`config.mk`:
```
export PLATFORM = sky130hd
export DESIGN_NAME = rbtg_ctrl
export DESIGN_NICKNAME = d
export VERILOG_FILES = /design/src/rbtg_pkg.sv /design/src/rbtg_ctrl.sv
export SDC_FILE = /design/constraint.sdc
export NUM_CORES = 1
export LEC_CHECK = 0
export BUFFER_PORTS_ARGS = -buffer_cell sky130_fd_sc_hd__clkbuf_2
export CAP_MARGIN = 40
export CORE_AREA = 2 2 39 41
export CTS_BUF_LIST = sky130_fd_sc_hd__clkbuf_4 sky130_fd_sc_hd__clkbuf_8
export CTS_CLUSTER_SIZE = 10
export DETAILED_ROUTE_END_ITERATION = 8
export DIE_AREA = 0 0 41 43
export PLACE_DENSITY = 0.48
export SKIP_LAST_GASP = 1
export SYNTH_ARGS = -nofsm -noshare
export SYNTH_HDL_FRONTEND = slang
export SYNTH_SLANG_ARGS = --single-unit
```
`constraint.sdc`:
```
create_clock -name clk -period 2.67 [get_ports clk]
set_input_delay 0.1335 -clock clk [delete_from_list [all_inputs] [get_ports clk]]
set_output_delay 0.1335 -clock clk [all_outputs]
set_load 0.03 [all_outputs]
```
`src/rbtg_pkg.sv`:
```
// Package for the randomized block test sequencer.
// Holds widths, command and result codes, register indexes and the result type.
package rbtg_pkg;
  localparam int MaxSectors = 1024;
  localparam int MaxRun = 16;
  localparam int MaxWords = 1024;
  localparam int IdxW = 10;
  localparam int WposW = 10;

  localparam logic [2:0] CMD_NEXT = 3'd0;
  localparam logic [2:0] CMD_FETCH = 3'd1;
  localparam logic [2:0] CMD_READ = 3'd2;
  localparam logic [2:0] CMD_COUNT = 3'd3;
  localparam logic [2:0] CMD_RESTART = 3'd4;

  localparam logic [2:0] KIND_HEADER = 3'd0;
  localparam logic [2:0] KIND_WORD = 3'd1;
  localparam logic [2:0] KIND_VERDICT = 3'd2;
  localparam logic [2:0] KIND_XFER_ERR = 3'd3;
  localparam logic [2:0] KIND_DONE = 3'd4;

  localparam logic [2:0] REG_BASE = 3'd0;
  localparam logic [2:0] REG_REGION = 3'd1;
  localparam logic [2:0] REG_MAXRUN = 3'd2;
  localparam logic [2:0] REG_SEED = 3'd3;
  localparam logic [2:0] REG_BUDGET = 3'd4;
  localparam logic [2:0] REG_WORDS = 3'd5;

  typedef struct packed {
    logic [2:0]  kind;
    logic        is_write;
    logic [31:0] address;
    logic [4:0]  run_length;
    logic [31:0] word;
    logic        mismatch;
    logic        last;
  } result_t;

  typedef struct packed {
    logic [2:0]  cmd;
    logic [31:0] data;
  } item_t;

  // Controller to datapath.
  typedef struct packed {
    logic restart;   // start clear sweep, load seed and budget
    logic hdr_mod_i; // start sector modulo
    logic hdr_draw;  // one draw step (32 lfsr shifts)
    logic hdr_mod_o; // run length modulo
    logic hdr_fin;   // finish header, emit
    logic do_item;   // process item in hand (cmd 1/2/3 or abort/done)
  } ctl_t;

  typedef struct packed {
    logic busy;      // clear sweep running
    logic div_done;
  } sts_t;

  function automatic logic [31:0] step1(logic [31:0] q);
    return {q[30:0], q[31] ^ q[4] ^ q[0]};
  endfunction

  function automatic logic [31:0] draw(logic [31:0] q);
    logic [31:0] r;
    r = q;
    for (int k = 0; k < 32; k++) r = step1(r);
    return r;
  endfunction
endpackage

```
`src/rbtg_ctrl.sv`:
```
// Controller of the block test sequencer: sequences header computation and items.
// Depends on rbtg_pkg.
module rbtg_ctrl (
  input  logic                clk,
  input  logic                rst,
  input  logic                in_valid,
  input  logic [2:0]          in_cmd,
  input  logic                hdr_needed,
  input  logic                out_free,
  input  rbtg_pkg::sts_t      sts,
  output logic                in_ready,
  output rbtg_pkg::ctl_t      ctl
);
  localparam logic [2:0] S_IDLE = 3'd0;
  localparam logic [2:0] S_MODI = 3'd1;
  localparam logic [2:0] S_DRAW = 3'd2;
  localparam logic [2:0] S_MODO = 3'd3;
  localparam logic [2:0] S_FIN = 3'd4;

  logic [2:0] state, state_next;
  logic take;

  assign in_ready = (state == S_IDLE) && !sts.busy && out_free;
  assign take = in_valid && in_ready;

  always_comb begin
    state_next = state;
    ctl = '0;
    case (state)
      S_IDLE: begin
        if (take) begin
          if (in_cmd == rbtg_pkg::CMD_RESTART) begin
            ctl.restart = 1'b1;
          end else if (in_cmd == rbtg_pkg::CMD_NEXT && hdr_needed) begin
            ctl.hdr_mod_i = 1'b1;
            state_next = S_MODI;
          end else begin
            ctl.do_item = 1'b1;
          end
        end
      end
      S_MODI: if (sts.div_done) begin
        ctl.hdr_draw = 1'b1;
        state_next = S_DRAW;
      end
      S_DRAW: begin
        ctl.hdr_mod_o = 1'b1;
        state_next = S_MODO;
      end
      S_MODO: if (sts.div_done) begin
        state_next = S_FIN;
      end
      S_FIN: begin
        ctl.hdr_fin = 1'b1;
        state_next = S_IDLE;
      end
      default: state_next = S_IDLE;
    endcase
  end

  always_ff @(posedge clk) begin
    if (rst) state <= S_IDLE;
    else state <= state_next;
  end
endmodule

```
Word-level counts from Yosys, hierarchy flattened
Cells that the tools add are included.

Register bits after elaboration: 3. Bits of input ports: 10. Output and inout bits: 7. Word-level logic and storage cells: 38.

Eq/ne operators: 10. Multiplexer cells: 19. Reductions and logical operators: 8.

Operators with widths (number): $mux W3 (5); $pmux W3 S4 (1); $mux W1 (11); $ne A2 B2 Y1 const B (4); $eq A3 B2 Y1 const B (2); $eq A3 B3 Y1 const B (2); $logic_not A3 Y1 (2); $reduce_and A5 Y1 (1); $logic_and A1 B1 Y1 (4); $mux W2 (2); $eq A3 B1 Y1 const B (1); $ne A2 B1 Y1 const B (1); $logic_not A1 Y1 (1).

Longest topological paths before layout
Depth in word-level cells: 6. Gate-level depth with buffers: 3.

Least setup slack after synthesis
Ideal clock, no wire load.

Path kind: register to output. Start: reg state[1]. End: out in_ready. Data arrival time: 1482 ps. Required time: 2536 ps. Slack: 1054 ps. Cell stages (with the launch flop): 3. Buffers on the path: 0. Cells stage by stage: dfxtp_1 -> or3_1 -> nor3b_1.

Cells in the longest elaborated chain, start to end: 3.

Ends and longest elaborated chain: from (decl) (RTL line rbtg_ctrl.sv:20) `logic [2:0] state, state_next;`; from (signal assigned) (RTL line rbtg_ctrl.sv:63) `else state <= state_next;`; $logic_not A3 Y1 (RTL line rbtg_ctrl.sv:23) `assign in_ready = (state == S_IDLE) && !sts.busy && out_free;`; $logic_and A1 B1 Y1 (2 in series) (RTL line rbtg_ctrl.sv:23); to (decl) (RTL line rbtg_ctrl.sv:11) `output logic in_ready,`.

Every way passes these cells.

Final worst setup path
Same ends and word-level chain as after synthesis.

==> metrics.md <==
| Metric | Value |
|---|---|
| Filler cells | between 150 and 200 |
| Reg power frac | 29.5% |
| Post-Syn Nets | 33 |
| Switch Pwr | roughly 0.036 mW |
| Final Util | 23.5% |
| Clock skew | between 0.0007 and 0.0008 ns |
| Core footprint | between 0.001 and 0.0015 mm^2 |
| Post-synth top area share | 30.8% |
| Starting Density | between 10% and 20% |
| Mean Syn Cell Area | ~8.5 um^2 |
| Row count | 14 |
| Register bit total from synthesis | 3 |
| Grt total ovfl | 0 |
| Wire length of the first global-routing pass | 772 um |
| Initial drt markers | 2 |
| Max reg flops | 3 |
| Pre-CTS WS | between 1 and 1.5 ns |
| Port bufs | 16 |
| Hold_buf cts | 0 |
| Sw frac | approximately 23% |
| Routed WL per cell | just over 8 um |
| 1st-pass router iterations | 2 |
| Top_reg_cell synth | dfxtp_1 |
| Slew margin rel. | between 80% and 90% |
| Internal power | 0.121 mW |
| Full die area | around 0.0018 mm^2 |
| Largest net degree at the start of global routing | 9 |
| Distinct cell type count after synthesis | 16 |
| Unrepaired setup endpoints after global routing | no |
| Clock sinks | 3 |
| Seq/Total Area, Yosys | between 30% and 40% |
| Max Root-Sink Buffers | 2 |
| Final wirelength | 486 um |
| Area growth, synth to finish | 66.7% |
| Fraction of registers with async set/reset | 0% |
| PwrDens | a little under 500 mW/mm^2 |
| Tcrit/Tclk final | around 58% |
| Worst Hold Class | input port to flip-flop |
| Netlist Area Pre-Place | between 150 and 200 um^2 |
| Final setup viols | 0 |
| Setup bufs post-CTS | 0 |
| Status | completed |
| Setup TNS | 0 ns |
| CTS tree | built |
| Share of cells above drive strength 1 | about half |
| Clock network fraction of total power | slightly below 60% |
| Post-route DRC | 0 |
| Critical Path RT | 2.54 ns |
| Die Y | between 40 and 50 um |
| Synthesized netlist cell count | 23 |
| Final Max Slew Viols | 0 |
| CTS root buf | clkbuf_4 |
| N_diodes | 0 |
| Detail Route Antenna Nets | 0 |
| GRT Overall Usage | about 7.5% |
| Largest regs | state x3 |
| YS warnings | 0 |
| CTS Buf Count | 3 |
| Max FO, Critical Path | 7 |
| Routed vias | between 200 and 300 |
| CP Launch Type | flip-flop |
| IO Count | 17 |
| Worst-path clk slew | 0.04 ns |
| Critical Path AT | 1.42 ns |
| Initial antenna violation count | 0 |
| # nets final | 54 |
| Synth cell count leaders | dfxtp_1 (3), nor3_1 (3), nor3b_1 (3), and3_1 (2) |
| Gpl congestion | a little under 0.6 |
| Crit path capture type | primary output |
| Period minus WS final | 1.55 ns |
| Vias per inst | 4.25 |
| Critical path class | flip-flop to primary output |
| H-tree depth | 1 |
| Worst vdd ir | about 270 uV |
| Final hold violations | 0 |
| Cells taking the most area after synthesis | dfxtp_1 (31%), nor3b_1 (12%), nor3_1 (7.7%) |
| Max-cap violations | 0 |
| Final WS setup | 1.12 ns |
| Post-synth EDFFs | 0 |
| Dominant cell type by area after synthesis | dfxtp_1 |
| Most flop-heavy register | state |
| Clk_lat worst skew | ~0.24 ns |
| DP HPWL | ~410 um |
| Fmax | between 600 and 700 MHz |
| Vias in the first global route | 232 |
| LEAKAGE | 0.169 nW |
| Die width | 41 um |
| Worst Tran Pin Value | 0.281 ns |
| Post_cts resized | 0 |
| Comb power frac | 12.8% |
| Design Power | between 0.15 and 0.2 mW |
## per-layer routing
layer | track usage (%) | up-vias | wire length [um]
li1 | - | 128 | -
met3 | 3.14 | 4 | 62
met1 | 6.39 | 105 | 184
met5 | 0 | - | 0
met2 | 9.69 | 14 | 206
met4 | 12.0 | 0 | 33
## power by group through the flow
stage                     clock network (mW)  registers [mW]  logic (mW)
after CTS                             0.0954          0.0462      0.0204
after global routing                  0.0990          0.0463      0.0226
after floorplan                            0          0.0468      0.0102
after global placement                     0          0.0469      0.0204
final                                 0.0907          0.0462      0.0201
after detailed placement                   0          0.0469      0.0204
## final cells by class
| class | count | area [um^2] | share of cell area (%) |
|---|---|---|---|
| clock buffers | 4 | 30.0 | 9.23 |
| inverters | 1 | 3.75 | 1.15 |
| multi-input cells | 19 | 131 | 40.4 |
| flip-flops and latches | 3 | 60.1 | 18.5 |
| well taps | 16 | 20.0 | 6.15 |
| repair buffers | 16 | 80.1 | 24.6 |
## layout by cell type (no fill, tap or decap), types with 2 or more instances in the layout
cell,count
clkbuf_2,16
clkbuf_4,4
nor3b_1,3
nor3_1,3
dfxtp_1,3
and3_1,2
## per-stage QoR
stage	instances	cell area, um^2	hold slack [ns]
2_1_floorplan	23	195	0.210
3_3_place_gp	55	295	0.344
3_5_place_dp	55	295	0.344
4_1_cts	59	325	0.0908
5_1_grt	59	325	0.0999
6_report	59	325	0.0985
## path summary, 6_finish.rpt
check	slack, ns	depth (start not counted)	startpoint	endpoint
worst max-delay path	1.12	3	state[1]	in_ready
worst min-delay path	0.1	2	rst	state[1]
worst max register to register	1.53	3	state[1]	state[0]
worst min register to register	0.54	1	state[0]	state[0]
## cells by family after synthesis
family | share of synthesized area [%]
and+or+nand+nor | 50.6
AOI/OAI and AO/OA | 12.2
DFF | 30.8
xor gates and xnor gates | 4.49
buffers and inverters | 1.92
## worst max-delay path, cell delays in order (launching register included)
cell and delay [ns]:
dfxtp_1 0.35, or3_1 0.40, nor3b_1 0.20, clkbuf_2 0.23
(Power assumes the default switching activity.)
